$ cat src/hw/rtl/swu_pkg.sv
// Shared types, constants and tables of the sample warp unit.
// No dependencies; every other file of the block but swu_delay uses it.
package swu_pkg;

    localparam int OUT_W   = 24;            // output / vertex coordinate width
    localparam int SMP_W   = 16;            // sample width, Q0.16
    localparam int KIND_W  = 3;
    localparam int RAD_W   = 31;            // radicand / root width, Q.30 in [0,1]
    localparam int SQ_LAT  = RAD_W;         // one root bit per stage
    localparam int ANG_W   = 33;            // CORDIC word, signed Q.30
    localparam int ATAN_N  = 24;

    localparam logic [KIND_W-1:0] KIND_HEMI   = 3'd0;
    localparam logic [KIND_W-1:0] KIND_COS    = 3'd1;
    localparam logic [KIND_W-1:0] KIND_SPHERE = 3'd2;
    localparam logic [KIND_W-1:0] KIND_DISK   = 3'd3;
    localparam logic [KIND_W-1:0] KIND_TRI    = 3'd4;

    typedef logic signed [ANG_W-1:0] ang_t;
    typedef logic [2:0][OUT_W-1:0]   vec_t;   // [0]=x [1]=y [2]=z
    typedef vec_t [2:0]              tri_t;   // three vertices

    localparam logic [RAD_W-1:0] ONE_U30    = 31'h4000_0000;
    localparam ang_t             ONE_Q30    = 33'sh0_4000_0000;
    localparam ang_t             GAIN_Q30   = 33'sd652032874;
    localparam logic [32:0]      TWO_PI_Q30 = 33'd6746518852;

    // arctan(2^-i) in Q.30 radians
    localparam ang_t ATAN_Q30 [ATAN_N] = '{
        33'sd843314857, 33'sd497837829, 33'sd263043837, 33'sd133525159,
        33'sd67021688,  33'sd33543516,  33'sd16775851,  33'sd8388437,
        33'sd4194283,   33'sd2097149,   33'sd1048576,   33'sd524288,
        33'sd262144,    33'sd131072,    33'sd65536,     33'sd32768,
        33'sd16384,     33'sd8192,      33'sd4096,      33'sd2048,
        33'sd1024,      33'sd512,       33'sd256,       33'sd128
    };

    // Side data that travels with each beat down the pipeline
    typedef struct packed {
        logic              valid;
        logic [KIND_W-1:0] kind;
        logic [SMP_W-1:0]  u;
        logic [SMP_W-1:0]  v;
        ang_t              zf;     // z in Q.30 for kinds whose z is not a root
        tri_t              vtx;
    } side_t;

endpackage

$ cat src/hw/rtl/swu_sqrt.sv
// Pipelined floor square root of a Q.30 value, one root bit per stage.
// Depends on swu_pkg.
module swu_sqrt (
    input  logic                        clk,
    input  logic                        en,
    input  logic [swu_pkg::RAD_W-1:0]   rad,
    output logic [swu_pkg::RAD_W-1:0]   root
);

    localparam int RW = swu_pkg::RAD_W + 3;     // partial remainder
    localparam int NW = 2 * swu_pkg::SQ_LAT;    // radicand << 30, even width
    localparam int LAT = swu_pkg::SQ_LAT;
    localparam int FB = NW - 1 - swu_pkg::RAD_W;

    logic [NW-1:0]                n_reg    [LAT];
    logic [RW-1:0]                rem_reg  [LAT];
    logic [swu_pkg::RAD_W-1:0]    root_reg [LAT];

    for (genvar k = 0; k < LAT; k++)
    begin : g_stage
        logic [NW-1:0]             n_in;
        logic [RW-1:0]             rem_in;
        logic [swu_pkg::RAD_W-1:0] root_in;
        logic [RW-1:0]             rem_sh;
        logic [RW-1:0]             trial;

        if (k == 0)
        begin : g_first
            assign n_in    = {1'b0, rad, {FB{1'b0}}};
            assign rem_in  = '0;
            assign root_in = '0;
        end
        else
        begin : g_next
            assign n_in    = n_reg[k-1];
            assign rem_in  = rem_reg[k-1];
            assign root_in = root_reg[k-1];
        end

        // bring down two radicand bits, try root*4+1
        assign rem_sh = {rem_in[RW-3:0], n_in[NW-1 -: 2]};
        assign trial  = {1'b0, root_in, 2'b01};

        always_ff @(posedge clk)
        begin
            if (en)
            begin
                if (rem_sh >= trial)
                begin
                    rem_reg[k]  <= rem_sh - trial;
                    root_reg[k] <= {root_in[swu_pkg::RAD_W-2:0], 1'b1};
                end
                else
                begin
                    rem_reg[k]  <= rem_sh;
                    root_reg[k] <= {root_in[swu_pkg::RAD_W-2:0], 1'b0};
                end
                n_reg[k] <= {n_in[NW-3:0], 2'b00};
            end
        end
    end

    assign root = root_reg[LAT-1];

endmodule

$ cat config.mk
export PLATFORM = sky130hd
export DESIGN_NAME = swu_sqrt
export DESIGN_NICKNAME = d
export VERILOG_FILES = /design/src/hw/rtl/swu_pkg.sv /design/src/hw/rtl/swu_sqrt.sv
export SDC_FILE = /design/constraint.sdc
export NUM_CORES = 2
export LEC_CHECK = 0
export ABC_AREA = 1
export BUFFER_PORTS_ARGS = -buffer_cell sky130_fd_sc_hd__buf_4
export CORE_MARGIN = 2
export CORE_UTILIZATION = 55
export DETAILED_ROUTE_END_ITERATION = 10
export GPL_TIMING_DRIVEN = 0
export PLACE_DENSITY = 0.73
export SYNTH_ARGS = -nofsm -noshare
export SYNTH_HDL_FRONTEND = slang
export SYNTH_SLANG_ARGS = --single-unit
$ cat constraint.sdc
create_clock -name clk -period 3.61 [get_ports clk]
set_clock_uncertainty 0.2 [all_clocks]
set_input_delay 0.1805 -clock clk [delete_from_list [all_inputs] [get_ports clk]]
set_output_delay 0.1805 -clock clk [all_outputs]
set_load 0.02 [all_outputs]
# [Yosys cells after proc, flatten, opt, wreduce, memory -nomap -nowiden]
# Memories as Yosys holds them, arrays and structs flattened.
# Index checks and enable logic that the tools add are counted.
[totals] regBits=0 ramBits=3875 inputBits=33 output_inout_bits=31 word_cells=377 memories=3
[classes] n_addsub=31 magnitude_cmp=31 muxes=250 bitwise=62
[memory_table] name="n_reg" depth=31 width=60 rd=30 rd_ports_with_merged_regs=0 write_ports=31 line="swu_sqrt.sv:15" source="logic [NW-1:0] n_reg [LAT];"
[memory_table] name="rem_reg" depth=31 width=34 rd=30 rd_ports_with_merged_regs=0 write_ports=31 line="swu_sqrt.sv:16" source="logic [RW-1:0] rem_reg [LAT];"
[memory_table] name="root_reg" depth=31 width=31 rd=31 rd_ports_with_merged_regs=0 write_ports=31 line="swu_sqrt.sv:17" source="logic [swu_pkg::RAD_W-1:0] root_reg [LAT];"
[op_table] cell="2-to-1 mux 34 bit" n=31
[op_table] cell="greater-or-equal comparator 34 x 33 -> 1 bit" n=30
[op_table] cell="subtractor 34 x 33 -> 34 bit" n=30
[op_table] cell="2-to-1 mux 31 bit" n=31
[op_table] cell="2-to-1 mux 1 bit" n=188
[op_table] cell="bitwise OR 1 bit" n=62
[op_table] cell="subtractor 1 x 1 -> 2 bit (second input constant)" n=1
[op_table] cell="greater-or-equal comparator 1 bit (second input constant)" n=1

# [Longest topological paths before layout]
# An unclocked memory read counts as a cell.
[depth] depth_word=6 depth_mapped=17 depth_no_buf=16

# [Worst setup path after synthesis]
# OpenSTA, ideal clock, no wires.
[synth_path] path_type="input to register" start="in en" end="mem rem_reg[1][442] (netlist name), enable pin" setup_ns=0.440 arrival_time_ns=2.456 path_slack_ns=0.514 path_stages=4 path_buffers=4 path_cell_list="buf_4 > buf_2 > clkbuf_1 > clkbuf_1"
[synth_lines] item="start: declaration" line="swu_sqrt.sv:5" source="input logic en,"
[synth_lines] item="end: declaration" line="swu_sqrt.sv:16"

==> run_results.csv <==
group,metric,value,unit
sta,hold_viol,0,
setup_path,cp-start-kind,"flop",
sta,fin_ws,0.0437,ns
drt,viasPerCell,5.34,
setup_path,path_class,"flop to flop",
setup_path,startpoint,"rem_reg[1][238]$_SDFFCE_PP0P_",
drt,finalWirelength,317,mm
drt,drt_pre_antenna_iters,9,
floorplanning,dieWidth,445,microns
synth,yosys.area.top_type_share,45.7,%
setup_path,worst_r2r_endpoint,"rem_reg[1][294]$_DFFE_PP_",
final_layout,largest_reg_flops,893,
floorplanning,coreArea,193000,sq um
synth,yosys-top-cells-area,"edfxtp_1 46%, nand2_1 16%, inv_1 9.7%",
global_route,grt_max_degree,117,
clocking,worstSkewPairLatency,0.86,ns
final_layout,nNetsFinal,15000,
sta,setup_viol,0,
synth,synthDistinctLibCells,53,
setup_path,setup.worst_path.end_class,"flop",
setup_path,cp_data_required_time,4.11,ns
sta,fmax,280,MHz
final_layout,fin_cells,17100,
setup_path,ff2ff_setup_slack,0.04,ns
synth,syn-cell-area,107000,sq um
sta,fin_crit_sh,98.8,%
run,max-cap-violations,0,
final_layout,stdcell_area,118000,sq um
place,io_buffers,63,
min_path,hp-class,"input port to flop",
global_route,first_global_vias,84000,
setup_path,cp.arrival,4.07,ns
final_layout,seq_area,48900,sq um
synth,ys.flop_type,"edfxtp_1",
floorplanning,die_area,198000,sq um
pwr,ir_drop,0.498,mV
clocking,cts_tree,"yes",
place,post_dp_cell_area,111000,sq um
outcome,status,"completed",
synth,synth_nets,14700,
final_layout,fin_util,61.1,%
synth,ys_seq_area_share,45.7,%
synth,synth_edf_count,1628,
synth,ys_ff_latch,1629,
place,place_congestion,1.00,
sta,worstMarginPinSlew,0.990,ns
place,dp.cells,16800,
final_layout,syn2layout_area_growth,10.1,%
global_route,antenna_found_initial,11,
sta,drv_slew,0,
setup_path,r2r-start,"rem_reg[1][238]$_SDFFCE_PP0P_",
clocking,clk_path_buf_depth,3,
clocking,clkTransAtPathRegs,0.07,ns
sta,hold_ws,0.0536,ns
pwr,fin_total_pwr,64.4,mW
synth,syn_area_per_cell,7.56,sq um
clocking,htree_levels,4,
drt,routedWlPerCell,18.5,microns
drt,antenna_left,0,
sta,setup_tns,0,ns
pwr,p_leak,57.0,nW
global_route,track_usage,31.5,%
final_layout,drive_above_1_share,4.01,%
setup_path,critPathMaxFanout,11,
final_layout,fill_cells,17700,
drt,vias,91600,
setup_path,reg2regPathDepth,13,
sta,slew_headroom,34.0,%
sta,fin_crit,3.57,ns
floorplanning,initial_core_util,55.4,%
synth,yosysWarnings,0,
final_layout,multi_input_area,46900,sq um
place,hpwl,256,mm
drt,dr.first_iter.drc_count,9312,
floorplanning,io_pins,64,
clocking,cts-root-buf,"clkbuf_16",
place,place_ws,-2.38,ns
floorplanning,fp-row-count,161,
pwr,p_per_area,546,nW/um^2
global_route,grt_overflow,0,
clocking,cts_inserted_buffers,171,
clocking,cts.sinks,1629,
synth,async_flop_share,0,%
floorplanning,die_h,445,microns
setup_path,endpoint,"rem_reg[1][294]$_DFFE_PP_",
final_layout,diodes,0,
synth,syn_inst,14200,
sta,rsz0062_at_grt,"false",
global_route,grt_pass1_wl,480,mm
synth,yosysTopAreaCell,"edfxtp_1",
drt,drc,0,
==> power breakdown <==
group	leakage, nW	internal, mW	switching [mW]
clock network	2.83	10.6	7.78
registers	15.4	24.1	2.19
logic	38.8	6.18	13.5
total	57.0	40.9	23.5
==> logic make-up (layout without fill, tap and decap cells) <==
kind of cell / Yosys count / in the layout / synth area share (%)
compound gates: 943 / 943 / 4.62
xor+xnor: 362 / 362 / 2.96
fa+ha+maj: 511 / 511 / 6.07
buf+inv: 2933 / 3405 / 10.5
flops: 1629 / 1629 / 45.7
simple gates: 7772 / 7772 / 30.2
==> metal layers <==
metal | wire length [microns] | vias up | GRT usage [%]
met5 | 67 | - | 0
met4 | 13700 | 8 | 12.5
met3 | 23700 | 626 | 4.30
met2 | 142000 | 3337 | 50.0
met1 | 137000 | 41900 | 43.7
li1 | - | 45800 | -
==> placed cells by master (no fill, tap or decap), types with 21 or more instances in the layout <==
| cell | n |
|---|---|
| a21oi_1 | 413 |
| buf_12 | 21 |
| buf_2 | 67 |
| buf_4 | 75 |
| bufinv_16 | 24 |
| clkbuf_1 | 39 |
| clkbuf_16 | 172 |
| clkbuf_2 | 26 |
| clkinv_1 | 23 |
| clkinv_2 | 30 |
| dlygate4sd3_1 | 64 |
| edfxtp_1 | 1628 |
| ha_1 | 497 |
| inv_1 | 2777 |
| nand2_1 | 4494 |
| nand3_1 | 999 |
| nand3b_1 | 69 |
| nand4_1 | 317 |
| nor2_1 | 1521 |
| nor3_1 | 230 |
| o21ai_0 | 418 |
| o21bai_1 | 48 |
| or2_2 | 31 |
| xnor2_1 | 133 |
| xor2_1 | 229 |
==> cells in the mapped netlist (10+ instances only) <==
| cell type | instances |
|---|---|
| a21oi_1 | 414 |
| and2_1 | 20 |
| and3_1 | 17 |
| buf_2 | 73 |
| buf_6 | 10 |
| clkbuf_1 | 50 |
| edfxtp_1 | 1628 |
| fa_1 | 14 |
| ha_1 | 497 |
| inv_1 | 2777 |
| nand2_1 | 4498 |
| nand3_1 | 999 |
| nand3b_1 | 69 |
| nand4_1 | 317 |
| nor2_1 | 1521 |
| nor2_2 | 14 |
| nor3_1 | 230 |
| nor4_1 | 16 |
| o21ai_0 | 424 |
| o21ai_1 | 19 |
| o21bai_1 | 48 |
| or2_2 | 31 |
| xnor2_1 | 133 |
| xor2_1 | 229 |
==> worst max-delay path, cell delays in order (launching register included) <==
cell and delay [ns]:
edfxtp_1 0.50, ha_1 0.28, inv_1 0.07, fa_1 0.41, inv_1 0.16, nand3_1 0.09
nand3_1 0.25, nand2_1 0.09, nand2_1 0.15, nand2_1 0.14, nand4_1 0.35, buf_2 0.40
nand3_1 0.15, nand2_1 0.15
==> repair_timing <==
item | 4_1_cts | 5_1_grt
buffers inserted | 0 | 3
gates resized for setup | 17 | 21
gates cloned | 1 | 0
endpoints found under the hold margin | 165 | 0
setup endpoints to repair | 1580 | 54
hold buffers | 67 | 0
pin swaps | 0 | 1
==> how the worst min path moves through the flow <==
stage | startpoint | end | cells after the start
floorplan | rad[0] | n_reg[0][30]$_DFFE_PP_ | 0
global placement | rad[18] | n_reg[0][48]$_DFFE_PP_ | 1
detailed placement | rad[29] | n_reg[0][59]$_DFFE_PP_ | 1
CTS | en | n_reg[0][418]$_DFFE_PP_ | 5
global route | en | n_reg[0][232]$_DFFE_PP_ | 5
finish | en | n_reg[0][232]$_DFFE_PP_ | 5
==> cell type report <==
type | count | share of cell area (%)
Sequential cell | 1629 | 41.5
Multi-Input combinational cell | 9588 | 39.8
Timing Repair Buffer | 155 | 1.43
Tap cell | 2526 | 2.68
Clock inverter | 126 | 1.25
Buffer | 147 | 0.701
Inverter | 2784 | 8.87
Clock buffer | 193 | 3.72
No activity file was read; power rests on OpenSTA's default activity.
