## config.mk

```make
export PLATFORM = sky130hd
export DESIGN_NAME = swu_cordic
export DESIGN_NICKNAME = d
export VERILOG_FILES = /design/src/hw/rtl/swu_pkg.sv /design/src/hw/rtl/swu_cordic.sv
export SDC_FILE = /design/constraint.sdc
export NUM_CORES = 2
export LEC_CHECK = 0
export BUFFER_PORTS_ARGS = -buffer_cell sky130_fd_sc_hd__buf_2
export CAP_MARGIN = 5
export CORE_UTILIZATION = 59
export DETAILED_ROUTE_END_ITERATION = 10
export PLACE_DENSITY_LB_ADDON = 0.25
export SKIP_CTS_REPAIR_TIMING = 1
export SLEW_MARGIN = 20
export SYNTH_ARGS = -nofsm -noshare
export SYNTH_HDL_FRONTEND = slang
export SYNTH_SLANG_ARGS = --single-unit
```

## constraint.sdc

```tcl
create_clock -name clk -period 5.8 [get_ports clk]
set_input_delay 1.16 -clock clk [delete_from_list [all_inputs] [get_ports clk]]
set_output_delay 1.16 -clock clk [all_outputs]
set_load 0.01 [all_outputs]
```

## src/hw/rtl/swu_pkg.sv

```systemverilog
// Shared types, constants and tables of the sample warp unit.
// No dependencies; every other file of the block but swu_delay uses it.
package swu_pkg;

    localparam int OUT_W   = 24;            // output / vertex coordinate width
    localparam int SMP_W   = 16;            // sample width, Q0.16
    localparam int KIND_W  = 3;
    localparam int RAD_W   = 31;            // radicand / root width, Q.30 in [0,1]
    localparam int SQ_LAT  = RAD_W;         // one root bit per stage
    localparam int ANG_W   = 33;            // CORDIC word, signed Q.30
    localparam int ATAN_N  = 24;

    localparam logic [KIND_W-1:0] KIND_HEMI   = 3'd0;
    localparam logic [KIND_W-1:0] KIND_COS    = 3'd1;
    localparam logic [KIND_W-1:0] KIND_SPHERE = 3'd2;
    localparam logic [KIND_W-1:0] KIND_DISK   = 3'd3;
    localparam logic [KIND_W-1:0] KIND_TRI    = 3'd4;

    typedef logic signed [ANG_W-1:0] ang_t;
    typedef logic [2:0][OUT_W-1:0]   vec_t;   // [0]=x [1]=y [2]=z
    typedef vec_t [2:0]              tri_t;   // three vertices

    localparam logic [RAD_W-1:0] ONE_U30    = 31'h4000_0000;
    localparam ang_t             ONE_Q30    = 33'sh0_4000_0000;
    localparam ang_t             GAIN_Q30   = 33'sd652032874;
    localparam logic [32:0]      TWO_PI_Q30 = 33'd6746518852;

    // arctan(2^-i) in Q.30 radians
    localparam ang_t ATAN_Q30 [ATAN_N] = '{
        33'sd843314857, 33'sd497837829, 33'sd263043837, 33'sd133525159,
        33'sd67021688,  33'sd33543516,  33'sd16775851,  33'sd8388437,
        33'sd4194283,   33'sd2097149,   33'sd1048576,   33'sd524288,
        33'sd262144,    33'sd131072,    33'sd65536,     33'sd32768,
        33'sd16384,     33'sd8192,      33'sd4096,      33'sd2048,
        33'sd1024,      33'sd512,       33'sd256,       33'sd128
    };

    // Side data that travels with each beat down the pipeline
    typedef struct packed {
        logic              valid;
        logic [KIND_W-1:0] kind;
        logic [SMP_W-1:0]  u;
        logic [SMP_W-1:0]  v;
        ang_t              zf;     // z in Q.30 for kinds whose z is not a root
        tri_t              vtx;
    } side_t;

endpackage

```

## src/hw/rtl/swu_cordic.sv

```systemverilog
// Pipelined rotation-mode CORDIC: cos/sin of a first-quadrant angle, then
// quadrant fold. Depends on swu_pkg.
module swu_cordic #(
    parameter int STAGES = 16
) (
    input  logic          clk,
    input  logic          en,
    input  swu_pkg::ang_t z_in,
    input  logic [1:0]    quad_in,
    output swu_pkg::ang_t cos_out,
    output swu_pkg::ang_t sin_out
);

    localparam logic [1:0] QUAD_I   = 2'd0;
    localparam logic [1:0] QUAD_II  = 2'd1;
    localparam logic [1:0] QUAD_III = 2'd2;

    swu_pkg::ang_t x_reg [STAGES];
    swu_pkg::ang_t y_reg [STAGES];
    swu_pkg::ang_t z_reg [STAGES];
    logic [1:0]    q_reg [STAGES];
    swu_pkg::ang_t cos_reg;
    swu_pkg::ang_t sin_reg;

    for (genvar k = 0; k < STAGES; k++)
    begin : g_stage
        swu_pkg::ang_t x_in;
        swu_pkg::ang_t y_in;
        swu_pkg::ang_t z_st;
        logic [1:0]    q_in;
        swu_pkg::ang_t dx;
        swu_pkg::ang_t dy;

        if (k == 0)
        begin : g_first
            assign x_in = swu_pkg::GAIN_Q30;
            assign y_in = '0;
            assign z_st = z_in;
            assign q_in = quad_in;
        end
        else
        begin : g_next
            assign x_in = x_reg[k-1];
            assign y_in = y_reg[k-1];
            assign z_st = z_reg[k-1];
            assign q_in = q_reg[k-1];
        end

        assign dx = y_in >>> k;
        assign dy = x_in >>> k;

        // micro-rotation toward zero residual angle
        always_ff @(posedge clk)
        begin
            if (en)
            begin
                if (!z_st[swu_pkg::ANG_W-1])
                begin
                    x_reg[k] <= x_in - dx;
                    y_reg[k] <= y_in + dy;
                    z_reg[k] <= z_st - swu_pkg::ATAN_Q30[k];
                end
                else
                begin
                    x_reg[k] <= x_in + dx;
                    y_reg[k] <= y_in - dy;
                    z_reg[k] <= z_st + swu_pkg::ATAN_Q30[k];
                end
                q_reg[k] <= q_in;
            end
        end
    end

    // quadrant fold
    always_ff @(posedge clk)
    begin
        if (en)
        begin
            case (q_reg[STAGES-1])
                QUAD_I:
                begin
                    cos_reg <= x_reg[STAGES-1];
                    sin_reg <= y_reg[STAGES-1];
                end
                QUAD_II:
                begin
                    cos_reg <= -y_reg[STAGES-1];
                    sin_reg <= x_reg[STAGES-1];
                end
                QUAD_III:
                begin
                    cos_reg <= -x_reg[STAGES-1];
                    sin_reg <= -y_reg[STAGES-1];
                end
                default:
                begin
                    cos_reg <= y_reg[STAGES-1];
                    sin_reg <= -x_reg[STAGES-1];
                end
            endcase
        end
    end

    assign cos_out = cos_reg;
    assign sin_out = sin_reg;

endmodule

```

## Yosys cells after proc, flatten, opt, wreduce, memory -nomap -nowiden

Memories as Yosys holds them, arrays and structs flattened.
Cells that the tools add are included.

- Add/sub/neg operators: 94
- Multiply operators: 0
- Divide/modulo/power cells: 0
- Magnitude comparators: 0
- Equal/unequal tests: 2
- Shift operators: 0
- Mux-type cells: 148
- Bitwise gates (word level): 48
- Reductions and logical operators: 1

Operators by type and width:

| operator | number |
|---|---|
| 33-bit two-way mux | 48 |
| 33-bit one-hot mux with 3 select lines | 2 |
| 1-bit two-way mux | 98 |
| 33-bit by 18-bit adder with 33-bit output | 2 |
| 33-bit by 19-bit adder with 33-bit output | 2 |
| 33-bit by 20-bit adder with 33-bit output | 2 |
| 33-bit by 21-bit adder with 33-bit output | 2 |
| 33-bit by 22-bit adder with 33-bit output | 2 |
| 33-bit by 22-bit adder with 33-bit output, second input constant | 2 |
| 33-bit by 23-bit adder with 33-bit output | 2 |
| 33-bit by 24-bit adder with 33-bit output | 2 |
| 33-bit by 25-bit adder with 33-bit output | 2 |
| 33-bit by 26-bit adder with 33-bit output | 2 |
| 33-bit by 27-bit adder with 33-bit output | 2 |
| 33-bit by 28-bit adder with 33-bit output | 2 |
| 33-bit by 29-bit adder with 33-bit output | 2 |
| 33-bit by 30-bit adder with 33-bit output | 2 |
| 33-bit by 31-bit adder with 33-bit output | 2 |
| 33-bit by 32-bit adder with 33-bit output | 2 |
| 33-bit negation | 2 |
| 33-bit by 18-bit subtractor with 33-bit output | 2 |
| 33-bit by 19-bit subtractor with 33-bit output | 2 |
| 33-bit by 20-bit subtractor with 33-bit output | 2 |
| 33-bit by 21-bit subtractor with 33-bit output | 2 |
| other kinds (44) | 103 |

- Register bits after elaboration: 66
- Bits in latches: 0
- Bits in writable memories: 1616
- Memory bits (read-only): 0
- Input bits: 37
- Word-level logic and storage cells: 299
- Memories: 4

Memory list:

| memory | words | bits a word | read ports | clocked after Yosys merged registers in | wr ports | RTL line | RTL |
|---|---|---|---|---|---|---|---|
| x_reg | 16 | 33 | 16 | 0 | 16 | swu_cordic.sv:18 | `swu_pkg::ang_t x_reg [STAGES];` |
| y_reg | 16 | 33 | 16 | 0 | 16 | swu_cordic.sv:19 | `swu_pkg::ang_t y_reg [STAGES];` |
| z_reg | 16 | 33 | 15 | 0 | 16 | swu_cordic.sv:20 | `swu_pkg::ang_t z_reg [STAGES];` |
| q_reg | 16 | 2 | 16 | 0 | 16 | swu_cordic.sv:21 | `logic [1:0] q_reg [STAGES];` |

## Logic depth before layout (Yosys ltp)

An unclocked memory read counts as a cell.

- Word-level depth: 5
- Depth in mapped cells: 22
- Depth with buffers taken out: 21

## Least setup slack after synthesis

OpenSTA, ideal clock, no wires.

- Kind: input-to-reg
- From: in en
- To: mem y_reg[0][130] (netlist bit) (data pin)
- Setup time: 258 ps
- Data arrival time: 5552 ps
- Data required time: 5542 ps
- Slack: -9 ps
- Cell stages on the path: 18
- Cell sequence: clkbuf_1 clkbuf_1 nand2_1 inv_2 clkbuf_1 mux2i_1 ha_1 nor2b_1 o21a_1 o21ai_0 a31oi_1 a311oi_1 nor3_1 o41ai_2 o211ai_1 a311o_1 a21oi_1 xnor2_1

RTL lines:

| element | RTL line | RTL |
|---|---|---|
| start: declaration | swu_cordic.sv:7 | `input logic en,` |
| end: declaration | swu_cordic.sv:19 |  |

==> results.yml <==
cells_and_area:
  drive_gt1_frac: 0.0819
  fill_cells: 15900
  syn_to_final_growth_pct: 10.9
  fin_nets: 14200
  largest_reg_flops: 496
  multi_input_area_mm2: 0.0729
  regArea_mm2: 0.0435
floorplanning:
  start_util: 0.594
  core_area_mm2: 0.200
  ios: 103
  dieWidth_um: 451
  die_h_um: 451
  dieArea_mm2: 0.203
  row_count: 164
sta:
  timing.setup.tns_ns: 0
  hold_violations: 0
  timing.fmax_mhz: 187
  tightest_slew_ns: 1.25
  maxSlewViolCount: 0
  fin_ws_ns: 0.464
  setup_viol: 0
  period_minus_slack_ns: 5.34
  skew_ns: 0.0246
  relSlewSlack: 0.167
  rsz0062_at_grt: "false"
  finalCritPeriodShare: 0.920
drt:
  detail-route-antenna-nets: 0
  viasPerCell: 6.11
  routedWlPerCell_um: 20.4
  vias: 95200
  drc: 7
  wl_um: 318000
  first_pass_iters: 11
  drtIter0Drc: 7472
setup_path:
  cp.required_ns: 6.38
  crit_fanout: 5
  endpoint_kind: "flip-flop"
  start_kind: "flip-flop"
  crit_type: "reg -> reg"
  crit_arrival_ns: 5.92
grt:
  grt_usage: 0.308
  antenna_found_initial: 9
  met3_usage: 0.0345
  grt_overflow_total: 0
  busiest_layer: "met2"
  grt_pass1_vias: 92700
  grt.met2_usage: 0.527
  grtUsageMet1: 0.402
  grt_pass1_wl_um: 503000
  grt_max_degree: 175
clocking:
  clk_pin_slew_ns: 0.06
  cts_sinks: 1447
  cts_root_buffer: "clkbuf_16"
  clock_latency_ns: 0.83
  cts_buffer_depth: 3
  htreeDepth: 4
  cts_tree: "built"
  cts_buffers: 162
placement:
  io_buffers: 102
  gp_congestion: 0.989
  dp.final_hpwl_um: 254000
  pre_cts_slack_ns: 0.0330
logic_synthesis:
  synthArstFlopShare: 0
  synth_area_leaders: "edfxtp_1, ha_1, xnor2_1"
  yosysMostFrequentCell: "edfxtp_1"
  synth_top_area_frac: 0.365
  syn_inst: 12200
  yosys-top-cells-count: "edfxtp_1, ha_1, a21oi_1"
  ys.flop_type: "edfxtp_1"
  synth_seq_cells: 1447
  synth_top_cell_by_area: "edfxtp_1"
  syn-num-nets: 13600
  ys_types: 90
  synth_area_per_cell_um2: 9.76
  synth_edf_count: 1447
  netlist_area_mm2: 0.119
  yosysWarningCount: 0
  ys_seq_area_frac: 0.365
run_status:
  status: "finished, violations left"
  violations: "DRC"
hold_path:
  min_path_type: "reg -> reg"
flow_run:
  maxCapViolCount: 0
[layer usage]
metal | part of all wire | routed length [µm]
met4 | 0.034 | 10900
met1 | 0.43 | 138000
met2 | 0.48 | 151000
met5 | 0 | 0
met3 | 0.054 | 17300
[final cells by class]
cell class                 count  area share
antenna                        1   0.0000190
clock buffer                 183      0.0317
clock inverter               120     0.00998
inverter                     484      0.0138
multi-input combinational  10000       0.553
sequential                  1447       0.330
tap                         2656      0.0252
timing repair buffer         660      0.0368
[final timing paths]
check	from	end	slack [ns]	cells past startpoint
setup reg to reg	x_reg[0][69]	y_reg[0][130]	0.46	20
hold / removal	z_reg[0][133]	z_reg[0][166]	0.42	0
hold reg to reg	z_reg[0][133]	z_reg[0][166]	0.42	0
setup / recovery	x_reg[0][69]	y_reg[0][130]	0.46	20
[critical path, stage by stage (launching register included)]
cell	delay (ns)
edfxtp_1	0.49
inv_1	0.13
ha_1	0.22
inv_1	0.07
or3_1	0.42
or4_1	0.47
nor4_1	0.19
buf_4	0.17
nand2_1	0.11
o31ai_1	0.26
xor2_1	0.11
ha_1	0.36
nand2_1	0.11
nor3_1	0.46
nand3_1	0.14
nor3_1	0.45
o41ai_2	0.16
o211ai_1	0.31
a311o_1	0.22
a21oi_1	0.08
xnor2_1	0.14
[cell families after synthesis]
| logic type | count (synthesis) | share of synthesized area |
|---|---|---|
| buf+inv | 692 | 0.0219 |
| simple gates | 3026 | 0.124 |
| fa+ha+maj | 1357 | 0.146 |
| mux | 113 | 0.0101 |
| xor+xnor | 1854 | 0.137 |
| flops | 1447 | 0.365 |
| compound gates | 3697 | 0.197 |
[cells in the final DEF, fill, tap and decap left out, drive strengths merged, types with 49 or more instances in the layout]
| cell type | count |
|---|---|
| edfxtp | 1447 |
| mux2i | 75 |
| a21o | 618 |
| clkinv | 77 |
| a21oi | 1252 |
| buf | 660 |
| ha | 1312 |
| o21bai | 190 |
| nand4 | 62 |
| or3 | 90 |
| or4 | 65 |
| nor3 | 263 |
| a31oi | 106 |
| clkbuf | 183 |
| xnor2 | 1218 |
| o31ai | 136 |
| nor2 | 883 |
| xor2 | 636 |
| and3 | 113 |
| nand2b | 223 |
| o21ai | 674 |
| nand3 | 198 |
| nand2 | 679 |
| nor2b | 161 |
| inv | 491 |
| o41ai | 66 |
| nor4 | 107 |
| o21a | 170 |
| a211oi | 102 |
| o211ai | 49 |
[per-stage QoR]
stage | instances | hold WS, ns | area, µm² | util
floorplan | 12200 | 0.400 | 119000 | -
global placement | 15300 | 0.401 | 126000 | 0.631
detailed placement | 15300 | 0.405 | 126000 | 0.631
CTS | 15600 | 0.418 | 132000 | 0.659
global route | 15600 | 0.421 | 132000 | 0.659
finish | 15600 | 0.418 | 132000 | 0.659
Power is not shown: default switching activity piles up to over one toggle a cycle in this logic, so the estimate is an artifact.
