File: config.mk
export PLATFORM = sky130hd
export DESIGN_NAME = swu_delay
export DESIGN_NICKNAME = d
export VERILOG_FILES = /design/src/hw/rtl/swu_delay.sv
export SDC_FILE = /design/constraint.sdc
export NUM_CORES = 1
export LEC_CHECK = 0
export BUFFER_PORTS_ARGS = -buffer_cell sky130_fd_sc_hd__buf_2
export CELL_PAD_IN_SITES_DETAIL_PLACEMENT = 2
export CELL_PAD_IN_SITES_GLOBAL_PLACEMENT = 2
export CORE_AREA = 5 5 42 44
export CTS_CLUSTER_DIAMETER = 80
export DETAILED_ROUTE_END_ITERATION = 16
export DIE_AREA = 0 0 47 49
export PLACE_DENSITY = 0.74
export SLEW_MARGIN = 0
export SYNTH_ARGS = -nofsm -noshare
export SYNTH_HDL_FRONTEND = slang
export SYNTH_SLANG_ARGS = --single-unit
File: constraint.sdc
create_clock -name clk -period 1.4 [get_ports clk]
set_input_delay 0.21 -clock clk [delete_from_list [all_inputs] [get_ports clk]]
set_output_delay 0.21 -clock clk [all_outputs]
set_load 0.005 [all_outputs]
File: src/hw/rtl/swu_delay.sv
// Stallable delay line used to keep side data aligned with the math pipes.
// No package dependency.
module swu_delay #(
    parameter int WIDTH = 8,
    parameter int DEPTH = 1
) (
    input  logic             clk,
    input  logic             rst_n,
    input  logic             en,
    input  logic [WIDTH-1:0] din,
    output logic [WIDTH-1:0] dout
);

    logic [WIDTH-1:0] line_reg [DEPTH];

    // shift one place per enabled cycle
    always_ff @(posedge clk or negedge rst_n)
    begin
        if (!rst_n)
        begin
            for (int i = 0; i < DEPTH; i++)
            begin
                line_reg[i] <= '0;
            end
        end
        else if (en)
        begin
            line_reg[0] <= din;
            for (int i = 1; i < DEPTH; i++)
            begin
                line_reg[i] <= line_reg[i-1];
            end
        end
    end

    assign dout = line_reg[DEPTH-1];

endmodule

[Word-level counts from Yosys, hierarchy flattened]
Cells that the tools add are included.
Storage, ports and cells
  bits in registers: 8
  output and inout port bits: 8
  RAM bits: 0
  input bits: 11
  word-level logic and storage cells: 1
  bits in latches: 0
  memories: 0
  memory bits (read-only): 0
Cells by class
  $add $sub $neg: 0
  divide/modulo/power cells: 0
  multipliers: 0
  bitwise logic cells: 0
  magnitude comparators: 0
  equality and inequality tests: 0
  shift operators: 0
  reductions and logical operators: 0
  mux-type cells: 0

[Logic depth before layout (Yosys ltp)]
Gate-level depths: netlist of the first run.
  depth after elaboration: 0
  mapped depth: 2
  depth with buffers taken out: 1

[Worst setup path after synthesis of the first run]
Ideal clock, no wire load.
  kind: input -> register
  start point: input port en
  end point: register line_reg (netlist bit dout[0])
  setup slack: 0.648 ns
  required time: 1.275 ns
  arrival: 0.627 ns
  buffers on the path: 1
  cell stages on the path: 2
  library setup time: 0.125 ns
  cell sequence: buf_6 mux2_4
RTL lines
  from (decl): line 9  | input logic en,
  to (signal, indexed assignment): line 31  | line_reg[i] <= line_reg[i-1];
  to (decl): line 14  | logic [WIDTH-1:0] line_reg [DEPTH];
No word-level cell between the ends.

[Worst setup path after layout of the first run]
  start point: register line_reg (netlist bit dout[2])
  end point: output port dout[2]
RTL lines
  to (decl): line 11  | output logic [WIDTH-1:0] dout
No word-level cell between the ends.

==> flow_results.org, run 1 <==
** Die
- Total Die Area :: approximately 2300 um2
- Area inside the core boundary :: 1400 um2
- 19 I/O pins were placed.
- Height of the die :: 49 um
- Effective utilization at floorplan :: approximately a quarter
- X dimension of the die :: roughly 47 um
- The floorplan has 14 rows.

** Timing
- Number of failing hold endpoints at the final stage :: 0
- Min Clock Period, post-route :: about 0.97 ns
- Between clock sinks in the finished design, the worst skew comes to 0 ns.
- Setup violations, final :: 0
- Worst relative slew slack :: between 80% and 90%
- Dividing the final minimum period by the clock period gives between 60% and 70%.
- After routing, the total negative slack on setup checks comes to 0 ns.
- Across all hold checks on the routed design, the worst slack comes to 0.193 ns.
- For the pin with the worst max-slew slack, the measured transition is 0.248 ns.
- The total count of max-transition violations in the final report was 0.
- Setup repair after global routing left no endpoint under its margin.
- Based on the critical path, the design can be clocked at up to between 1000 and 1500 MHz.

** Synth
- After synthesis, the cell types taking the most area are sky130_fd_sc_hd__dfrtp_1, sky130_fd_sc_hd__mux2_4, sky130_fd_sc_hd__buf_6.
- Area of the mapped netlist :: about 330 um2
- Proportion of synthesized chip area in sequential cells :: approximately three fifths
- FF+latch count, synth :: 8
- Mapped Avg Cell Area :: approximately 20 um2
- Cell type with the largest total area after synthesis :: sky130_fd_sc_hd__dfrtp_1
- Number of different library cells in the post-synthesis netlist :: 3
- When the netlist entered floorplanning its net count stood at 28.
- Synthesis produced a netlist whose cell count is 17.
- In this run the biggest area consumer among cell types represents approximately three fifths of the synthesized area.
- Syn. warnings :: 0

** Worst hold path
- The worst hold path terminates at dout[0].
- Hold Crit Depth :: 2
- Hold wc startpoint :: din[0]
- Kind of path behind the tightest hold check :: input pin to flip-flop

** Clock tree
- Buffer count from post-CTS setup fixing :: 0
- Clock latency on the worst-skew pair, taken at its later pin, is 0.25 ns.
- Clock slew at reported path FFs :: approximately 0.05 ns
- TritonCTS created 3 clock buffers.
- Depth of the CTS H-tree :: 1
- CTS Root Buffer Type :: sky130_fd_sc_hd__clkbuf_4
- The clock net in this run drives a total of 8 sinks.
- TritonCTS built the clock tree.
- The clock passes through at most 2 buffers.

** Run
- The tool flagged a number of max-cap violations equal to 0.

** Routing
- In the final routed layout, each cell accounts on average for ~14 um.
- After detailed routing, the number of remaining DRC violations is 0.
- Via count normalized by instance count :: 4.07
- DR iter-0 viols :: 1
- The count of nets left with antenna violations once routing finished came out at 0.
- Via count :: 220
- The final layout contains routed wiring with a total length of between 700 and 800 um.
- The first TritonRoute pass finished after 3 iterations.

** Outcome
- Run status :: finished, final reports clean

** Power and ir drop
- The share of total power dissipated in the clock network is roughly a third.
- Summed over all nets, the switching power comes to 0.000119 W.
- Share of power burned in combinational logic :: between 15 and 20%
- Per report_power, the sequential group accounts for between 50 and 60% of the total.
- Power density over the cells :: between 1000 and 1500 nW/um2
- Highest ir drop seen on vdd :: between 300 and 400 uV
- In this run the static leakage power is between 0.2 and 0.25 nW.
- Net Sw Frac :: between 20 and 25%
- Internal power comes to 0.000413 W.

** Finish
- Fin nets :: 51
- Compared with the post-synthesis result, the final layout area differs by 39.6%.
- The number of antenna diodes in the final layout is 0.
- The library cell used most frequently in the layout, excluding fill and tap cells, is sky130_fd_sc_hd__buf_2.
- Post-layout instance count excluding filler cells :: 54
- The top cell types in the final layout, fill and taps aside, are sky130_fd_sc_hd__buf_2, sky130_fd_sc_hd__mux2_4, sky130_fd_sc_hd__dfrtp_1.
- Number of flip-flops in the largest register :: 8
- Fraction of final layout cells sized beyond drive strength 1 :: about three quarters

** Setup path
- Among all stages on the critical path, the largest delay is contributed by sky130_fd_sc_hd__dfrtp_1.
- By startpoint and endpoint, the worst setup path is classified as flip-flop to output pin.
- Reg-to-reg critical path startpoint :: dout[2]
- Measured in cells, the most critical reg-to-reg path has a length of 1.
- Endpoint arrival time on the critical path :: between 0.7 and 0.8 ns
- CP peak stage delay :: around 0.38 ns
- CP endpoint kind :: output pin
- CP Buf/Inv Count :: 1
- Capturing point of the worst reg2reg path :: dout[2]
- The most critical setup path has its startpoint at dout[2].
- Critical Path Source Type :: flip-flop
- List of cells traversed by the critical path :: buf_2
- STA puts the critical path data required time at approximately 1.2 ns.
- In this run the register-to-register setup slack is between 0.6 and 0.7 ns.
- Grouping stages by cell kind, the critical path spends the most delay in flip-flops.
- Biggest fanout along the worst timing path :: 2

** GRT
- Entering global routing, the biggest net connects 9 pins.
- Grt ovf :: 0
- The via count of the first global-routing pass is approximately 290.
- Global routing used about 7.6% of the available tracks across all layers.
- Antenna violations before repair :: 0
- The first global-routing pass estimated about 1.2 mm of wire.

** Placement
- Final HPWL from detailed placement :: 616 um
- Final RePlAce weighted congestion :: 0.580
- Input/output buffers :: 18
- Placed insts :: 50
## area by class of cell
cell class / count / area [um2]
sequential: 8 / 200
clock buffer: 3 / 22.5
tap: 16 / 20.0
multi-input combinational: 8 / 120
fill: 159 / 938
timing repair buffer: 19 / 100
## routing by layer
metal,global-route usage (%),share of wire [%],vias to the layer above
li1,-,-,101
met1,6.97,33,115
met2,12.9,63,4
met3,2.58,4.2,0
met4,5.53,0,0
met5,0,0,-
## power groups by stage
| stage | sequential [W] | clock, W | combinational [W] |
|---|---|---|---|
| 5_1_grt | 0.000271 | 0.000191 | 0.000100 |
| 2_1_floorplan | 0.000272 | 0 | 0.0000455 |
| 3_3_place_gp | 0.000270 | 0 | 0.0000896 |
| 3_5_place_dp | 0.000271 | 0 | 0.0000923 |
| 4_1_cts | 0.000268 | 0.000180 | 0.0000953 |
| 6_report | 0.000267 | 0.000172 | 0.0000933 |
## cell families after synthesis
family / count (synthesis) / share of synthesized area, %
muxes: 8 / 36.2
DFF: 8 / 60.4
buffers and inverters: 1 / 3.40
## per-stage QoR
step	setup WS, ns	utilization (%)	total power [W]	instance area (um2)
2_1_floorplan	0.648	-	0.000318	332
3_3_place_gp	0.515	30.7	0.000360	430
3_5_place_dp	0.496	30.7	0.000364	430
4_1_cts	0.417	33.0	0.000543	463
5_1_grt	0.394	33.0	0.000563	463
6_report	0.432	33.0	0.000533	463
## synthesized netlist by cell type
cell and n:
sky130_fd_sc_hd__buf_6 1, sky130_fd_sc_hd__mux2_4 8, sky130_fd_sc_hd__dfrtp_1 8
## worst max-delay path by stage
stage	depth (start not counted)	slack [ns]	to
2_1_floorplan	2	0.65	dout[0]
3_3_place_gp	2	0.51	dout[7]
3_5_place_dp	2	0.50	dout[3]
4_1_cts	1	0.42	dout[2]
5_1_grt	1	0.39	dout[4]
6_report	1	0.43	dout[2]
## what timing repair did
action,4_1_cts,5_1_grt
resized for setup,0,0
hold buffers,1,0
endpoints found under the hold margin,8,0
Power figures use the tool's default switching activity.
==> run 2: changes to the inputs <==
--- a/config.mk
+++ b/config.mk
@@ -8,11 +8,11 @@
 export BUFFER_PORTS_ARGS = -buffer_cell sky130_fd_sc_hd__buf_2
 export CELL_PAD_IN_SITES_DETAIL_PLACEMENT = 2
 export CELL_PAD_IN_SITES_GLOBAL_PLACEMENT = 2
-export CORE_AREA = 5 5 42 44
+export CORE_AREA = 5 5 44 49
 export CTS_CLUSTER_DIAMETER = 80
 export DETAILED_ROUTE_END_ITERATION = 16
-export DIE_AREA = 0 0 47 49
-export PLACE_DENSITY = 0.74
+export DIE_AREA = 0 0 49 54
+export PLACE_DENSITY = 0.67
 export SLEW_MARGIN = 0
 export SYNTH_ARGS = -nofsm -noshare
 export SYNTH_HDL_FRONTEND = slang
==> constraint.sdc (replaced) <==
create_clock -name clk -period 0.8 [get_ports clk]
set_input_delay 0.12 -clock clk [delete_from_list [all_inputs] [get_ports clk]]
set_output_delay 0.12 -clock clk [all_outputs]
set_load 0.005 [all_outputs]
==> flow_results.org, run 2 (synthesis gave the netlist of run 1 again) <==
** Die
- Area inside the core boundary :: 1680 um2 (was 1400 um2)
- The initial core utilization is 19.7% (was 23.7%).
- The vertical die dimension came to 54 um (was 49 um).
- X dimension of the die :: 49 um (was 47 um)
- Std-Cell Rows :: 16 (was 14)
- The I/O pin count is 19 (unchanged).
- The area of the die is 2650 um2 (was 2300 um2).

** Timing
- The slack of the critical path is -0.0920 ns (was 0.432 ns).
- Fin Hold WS :: 0.0913 ns (was 0.193 ns)
- Tcrit/Tclk final :: 111%
- The total count of max-transition violations in the final report is 0 (unchanged).
- The smallest clock period supported by the final layout is computed as about 0.89 ns.
- The total setup violations reported at the end of the flow came to 13 (was 0).
- The slew at the pin closest to its max-slew limit came to 0.253 ns (was 0.248 ns).
- The sum of negative setup slack is -0.959 ns (was 0 ns).
- Worst relative slew slack :: 83.1% (was 83.5%)
- The final-report hold violation count was 0 (unchanged).
- The worst clock skew came to 0 ns (unchanged).
- For this run, the top clock speed supported by timing is ~1100 MHz.
- Setup repair after global routing missed its margin :: yes (was no)

** Setup path
- Slowest stage cell on the critical path :: sky130_fd_sc_hd__dfrtp_1 (unchanged)
- CP endpoint kind :: output pin (unchanged)
- Reg-to-reg critical path startpoint :: dout[4] (was dout[2])
- Critical Path Source Type :: flip-flop (unchanged)
- The buffering stage count on the worst path with inverters included is 1 (unchanged).
- Worst path required time :: 0.68 ns (was 1.19 ns)
- The depth of the worst register-to-register path was 2 (was 1).
- CP peak stage delay :: 0.38 ns (about the same)
- Worst reg-to-reg setup slack :: -0.09 ns (was 0.63 ns)
- The cell family with the largest share of critical-path delay is flip-flops (unchanged).
- Capturing point of the worst reg2reg path :: dout[4] (was dout[2])
- Launch point of the critical path :: dout[4] (was dout[2])
- Critical path start-end classification :: flip-flop to output pin (unchanged)
- The worst path arrival time was 0.77 ns (was 0.76 ns).
- List of cells traversed by the critical path :: buf_2 (unchanged)
- The maximum fanout encountered on the critical timing path is 2 (unchanged).

** Finish
- The final design utilization is 30.1% (was 33.0%).
- Number of flip-flops in the largest register :: 8 (unchanged)
- # fillers :: 205 (was 159)
- The commonest non-fill, non-tap cell in the layout is sky130_fd_sc_hd__buf_2 (unchanged).
- Fraction of final layout cells sized beyond drive strength 1 :: 79.1% (was 76.3%)
- Total inserted antenna cells :: 0 (unchanged)
- Commonest non-fill, non-tap cells in the layout :: sky130_fd_sc_hd__buf_2, sky130_fd_sc_hd__mux2_4, sky130_fd_sc_hd__dfrtp_1 (unchanged)
- Area delta synth->final :: 52.8% (was 39.6%)
- Fin nets :: 56 (was 51)

** Clock tree
- Depth of the CTS H-tree :: 1 (unchanged)
- Clock slew at reported path FFs :: 0.06 ns (was 0.05 ns)
- The clock tree from TritonCTS is yes (unchanged).
- The maximum root-to-sink buffer count was 2 (unchanged).
- CTS buffer count :: 3 (unchanged)
- The clock latency on the worst-skew pair came to 0.26 ns (was 0.25 ns).
- The root buffer selected by CTS was sky130_fd_sc_hd__clkbuf_4 (unchanged).
- CTS sink count :: 8 (unchanged)

** GRT
- Grt peak-use layer :: met2 (unchanged)
- First-pass GRT wire length :: 1.35 mm (was 1.22 mm)
- The combined global-route utilization of all metal layers is 7.38% (was 7.59%).
- The met3 global-route usage was 4.43% (was 2.58%).
- The met2 global-route usage came to 9.78% (was 12.9%).
- The via count of the first global-routing pass is 309 (was 289).
- Largest net degree at the start of global routing :: 9 (unchanged)
- The met1 global-route usage came to 7.65% (was 6.97%).
- The initial antenna violation count is 0 (unchanged).
- Grt ovf :: 0 (unchanged)

** Routing
- Antenna-violating nets left :: 0 (unchanged)
- Via count :: 244 (was 220)
- The average wire per standard cell is 12.5 um (was 14.1 um).
- Number of remaining DRC errors :: 0 (unchanged)
- The overall routed net length was 762 um (was 760 um).
- The number of vias per cell came to 4.00 (was 4.07).
- The DRC marker count from the first detailed-route iteration is 0 (was 1).
- Detailed-router iteration count before antenna repair :: 1 (was 3)

** Outcome
- Run status :: finished with violations (was finished, final reports clean)
- The checks that failed: setup timing.

** Worst hold path
- Hold wc startpoint :: din[1] (was din[0])
- The hold-critical path endpoint was dout[1] (was dout[0]).
- Kind of path behind the tightest hold check :: input pin to flip-flop (unchanged)
- The number of stages on the worst hold path came to 2 (unchanged).

** Placement
- Final HPWL from detailed placement :: 549 um (was 616 um)
- Input/output buffers :: 18 (unchanged)
- Placement Setup Slack :: -0.0154 ns (was 0.496 ns)
- The global placement routability congestion is 0.581 (was 0.580).

** Power and ir drop
- Highest ir drop seen on vdd :: 494 uV (was 318 uV)
- The leakage power summed over all cells is 0.274 nW (was 0.248 nW).
- The cell area power density is 1930 nW/um2 (was 1150 nW/um2).
- Power Total :: 0.000977 W (was 0.000533 W)

** Run
- The max-cap violation count came to 0 (unchanged).
## run 2: cell types whose count changed in the layout (fill, tap and decap cells not counted), sizes merged
cell,change
buf,+5
## run 2: cell type report
| cell class | instances | area (um2) | area share [%] |
|---|---|---|---|
| Sequential cell | 8 | 200 | 39.5 |
| Timing Repair Buffer | 24 | 141 | 27.9 |
| Clock buffer | 3 | 22.5 | 4.44 |
| Multi-Input combinational cell | 8 | 120 | 23.7 |
| Tap cell | 18 | 22.5 | 4.44 |
## run 2: where the power goes
part / internal (W) / switching, W
sequential: 0.000446 / 0.0000214
clock: 0.000172 / 0.000139
combinational: 0.000138 / 0.0000610
total: 0.000756 / 0.000222
## run 2: worst max path at each step
| stage | to | depth (start not counted) |
|---|---|---|
| after global placement | dout[7] | 2 |
| after CTS | dout[1] | 1 |
| after detailed placement | dout[0] | 2 |
| after global routing | dout[1] | 1 |
| final | dout[4] | 1 |
| after floorplan | dout[0] | 1 |
## run 2: through the flow
stage / cells / instance area (um2)
6_report: 61 / 507
5_1_grt: 61 / 507
4_1_cts: 59 / 488
3_5_place_dp: 52 / 433
3_3_place_gp: 52 / 433
2_1_floorplan: 17 / 332
## run 2: repair_timing
| action | CTS | global route |
|---|---|---|
| buffers inserted | 3 | 2 |
| gates resized for setup | 0 | 1 |
| hold endpoints to repair | 8 | 0 |
| hold buffers | 1 | 0 |
| setup endpoints to repair | 8 | 11 |
## run 2: routing by layer
| layer | vias to the layer above | share of wire [%] |
|---|---|---|
| met1 | 115 | 39 |
| li1 | 110 | - |
| met2 | 17 | 45 |
| met3 | 2 | 13 |
| met5 | - | 0 |
| met4 | 0 | 2.8 |
==> run 3: changes to the inputs <==
--- a/config.mk
+++ b/config.mk
@@ -12,7 +12,7 @@
 export CTS_CLUSTER_DIAMETER = 80
 export DETAILED_ROUTE_END_ITERATION = 16
 export DIE_AREA = 0 0 49 54
-export PLACE_DENSITY = 0.67
+export PLACE_DENSITY = 0.66
 export SLEW_MARGIN = 0
 export SYNTH_ARGS = -nofsm -noshare
 export SYNTH_HDL_FRONTEND = slang
==> flow_results.org, run 3 (synthesis gave the netlist of run 1 again) <==
** Setup path
- CP Buf/Inv Count :: 1 (unchanged)
- The type of destination of the critical path is an output pin (unchanged).
- The worst-path cell with the longest stage delay was sky130_fd_sc_hd__dfrtp_1 (unchanged).
- The worst path arrival time came to 0.77 ns (about the same).
- The setup slack on the worst flop-to-flop path was -0.07 ns (was -0.09 ns).
- List of cells traversed by the critical path: buf_2 (unchanged).
- The cell family with the largest share of critical-path delay is flip-flops (unchanged).
- The critical path required time was 0.68 ns (about the same).
- CP peak stage delay :: 0.39 ns (was 0.38 ns)
- Biggest fanout along the worst timing path :: 2 (unchanged)
- The depth of the worst register-to-register path is 2 (unchanged).
- The kind of critical path is flip-flop to output pin (unchanged).
- Count of cell instances traversed by the critical path :: 1 (unchanged)
- The critical path capture point is dout[1] (was dout[4]).
- The type of origin of the critical path is a flip-flop (unchanged).
- The critical register-to-register path startpoint was dout[4] (unchanged).
- Launch point of the critical path :: dout[1] (was dout[4])
- Capturing point of the worst reg2reg path :: dout[4] (unchanged)

** Routing
- Detailed-router iteration count before antenna repair :: 1 (unchanged)
- Antenna-violating nets left :: 0 (unchanged)
- The via total after detailed routing came to 226 (was 244).
- Via count normalized by instance count :: 3.90 (was 4.00)
- DR iter-0 viols :: 0 (unchanged)
- The number of design rule violations left after detail routing was 0 (unchanged).
- The average wire per standard cell is 13.4 um (was 12.5 um).
- Total wirelength of the detailed-routed design :: 779 um (was 762 um)

** Timing
- Min Clock Period, post-route :: 0.888 ns (was 0.892 ns)
- The total count of max-transition violations in the final report was 0 (unchanged).
- The final-report hold violation count was 0 (unchanged).
- The slack of the critical path was -0.0881 ns (was -0.0920 ns).
- The worst slew slack as a fraction of its limit was 83.0% (was 83.1%).
- The post-route fraction of the period consumed by the critical path is 111% (about the same).
- The sum of negative setup slack was -0.692 ns (was -0.959 ns).
- Setup repair after global routing missed its margin: yes (unchanged).
- The total setup violations reported at the end of the flow is 10 (was 13).
- The worst clock skew was 0 ns (unchanged).
- F_max :: 1130 MHz (was 1120 MHz)
- Transition time of the tightest slew-check pin :: 0.256 ns (was 0.253 ns)

** Clock tree
- Depth of the CTS H-tree :: 1 (unchanged)
- Clk Latency, worst-skew pair :: 0.25 ns (was 0.26 ns)
- The root buffer selected by CTS is sky130_fd_sc_hd__clkbuf_4 (unchanged).
- The number of cells upsized or downsized after cts is 0 (unchanged).
- CTS tree :: yes (unchanged)
- The number of CTS-inserted buffers was 3 (unchanged).
- CTS sink count :: 8 (unchanged)
- The maximum root-to-sink buffer count is 2 (unchanged).
- The post-CTS clock slew at the launch and capture registers of the worst setup and hold paths was 0.05 ns (was 0.06 ns).

** Placement
- The count of input and output buffers was 18 (unchanged).
- The global placement routability congestion was 0.622 (was 0.581).
- Placed Area :: 433 um2 (unchanged)

** Finish
- Area occupied by multi-input gates :: 120 um2 (unchanged)
- Area delta synth->final :: 44.9% (was 52.8%)
- Commonest non-fill, non-tap cells in the layout :: sky130_fd_sc_hd__buf_2, sky130_fd_sc_hd__mux2_4, sky130_fd_sc_hd__dfrtp_1 (unchanged)
- Register area :: 200 um2 (unchanged)
- The layout cell share with drive strength beyond 1 is 77.5% (was 79.1%).
- The flip-flop count of the largest register, all copies and words added was 8 (unchanged).
- The fill cell total of the finished layout came to 208 (was 205).
- The summed area of non-filler cells in the final layout was 480 um2 (was 507 um2).
- Total inserted antenna cells :: 0 (unchanged)
- Fin nets :: 53 (was 56)
- The commonest non-fill, non-tap cell in the layout was sky130_fd_sc_hd__buf_2 (unchanged).

** Power and ir drop
- Highest ir drop seen on vdd :: 726 uV (was 494 uV)
- Power density over the cells :: 1960 nW/um2 (was 1930 nW/um2)
- Power Total :: 0.000942 W (was 0.000977 W)
- Leakage power total :: 0.258 nW (was 0.274 nW)

** Die
- The floorplan core area was 1680 um2 (unchanged).
- X dimension of the die :: 49 um (unchanged)
- The initial core utilization came to 19.7% (unchanged).
- The I/O pin count was 19 (unchanged).
- Height of the die :: 54 um (unchanged)
- Std-Cell Rows :: 16 (unchanged)
- Total Die Area :: 2650 um2 (unchanged)

** GRT
- Grt ovf :: 0 (unchanged)
- The met1 global-route usage came to 9.45% (was 7.65%).
- Met3 track utilization from global routing :: 3.88% (was 4.43%)
- Largest net degree at the start of global routing :: 9 (unchanged)
- First-pass GRT wire length :: 1.35 mm (unchanged)
- The combined global-route utilization of all metal layers came to 7.26% (was 7.38%).
- The busiest layer in global routing was met1 (was met2).
- Antenna violations before repair :: 0 (unchanged)
- The met2 global-route usage came to 8.04% (was 9.78%).
- Number of global-route vias before repair :: 293 (was 309)

** Run
- The max-cap violation count is 0 (unchanged).

** Outcome
- Failing checks :: setup timing (unchanged)
- Run status :: finished with violations (unchanged)

** Worst hold path
- Kind of path behind the tightest hold check :: input pin to flip-flop (unchanged)
## run 3: cell types whose count changed in the layout (fill, tap and decap cells not counted), sizes merged
cell / delta
buf: -3
## run 3: worst min-delay path by stage
| stage | cells past startpoint | to | slack [ns] | startpoint |
|---|---|---|---|---|
| after global placement | 1 | dout[6] | -0.03 | rst_n |
| after detailed placement | 1 | dout[7] | -0.02 | rst_n |
| after CTS | 2 | dout[1] | 0.09 | din[1] |
| final | 2 | dout[1] | 0.1 | din[1] |
| after global routing | 2 | dout[1] | 0.09 | din[1] |
| after floorplan | 0 | dout[0] | -0.18 | rst_n |
## run 3: power breakdown
part	internal (W)	switching, W
Clock	0.000171	0.000127
Sequential	0.000446	0.0000212
Combinational	0.000118	0.0000594
## run 3: per-layer routing
metal  share of wire, %  routed length (um)  vias to the layer above
met4                1.8                  14                        0
met1                 51                 396                       99
met5                  0                   0                        -
met2                 34                 267                       21
li1                   -                   -                      104
met3                 13                 101                        2
## run 3: repair_timing
action / 4_1_cts / 5_1_grt
hold buffers: 1 / 0
endpoints found under the setup margin: 8 / 8
setup buffers: 0 / 2
hold endpoints to repair: 8 / 0
## run 3: final cells by class
cell class | instances | area share, %
Tap cell | 18 | 4.69
Sequential cell | 8 | 41.7
Clock buffer | 3 | 4.69
Timing Repair Buffer | 21 | 24.0
Multi-Input combinational cell | 8 | 25.0
## run 3: metrics by stage
step	hold WS (ns)	util (%)	cells	setup WS [ns]
2_1_floorplan	-0.176	-	17	0.0517
3_3_place_gp	-0.0334	25.7	52	-0.00274
3_5_place_dp	-0.0247	25.7	52	-0.0291
4_1_cts	0.0931	27.7	56	-0.104
5_1_grt	0.0902	28.6	58	-0.126
6_report	0.0998	28.6	58	-0.0881
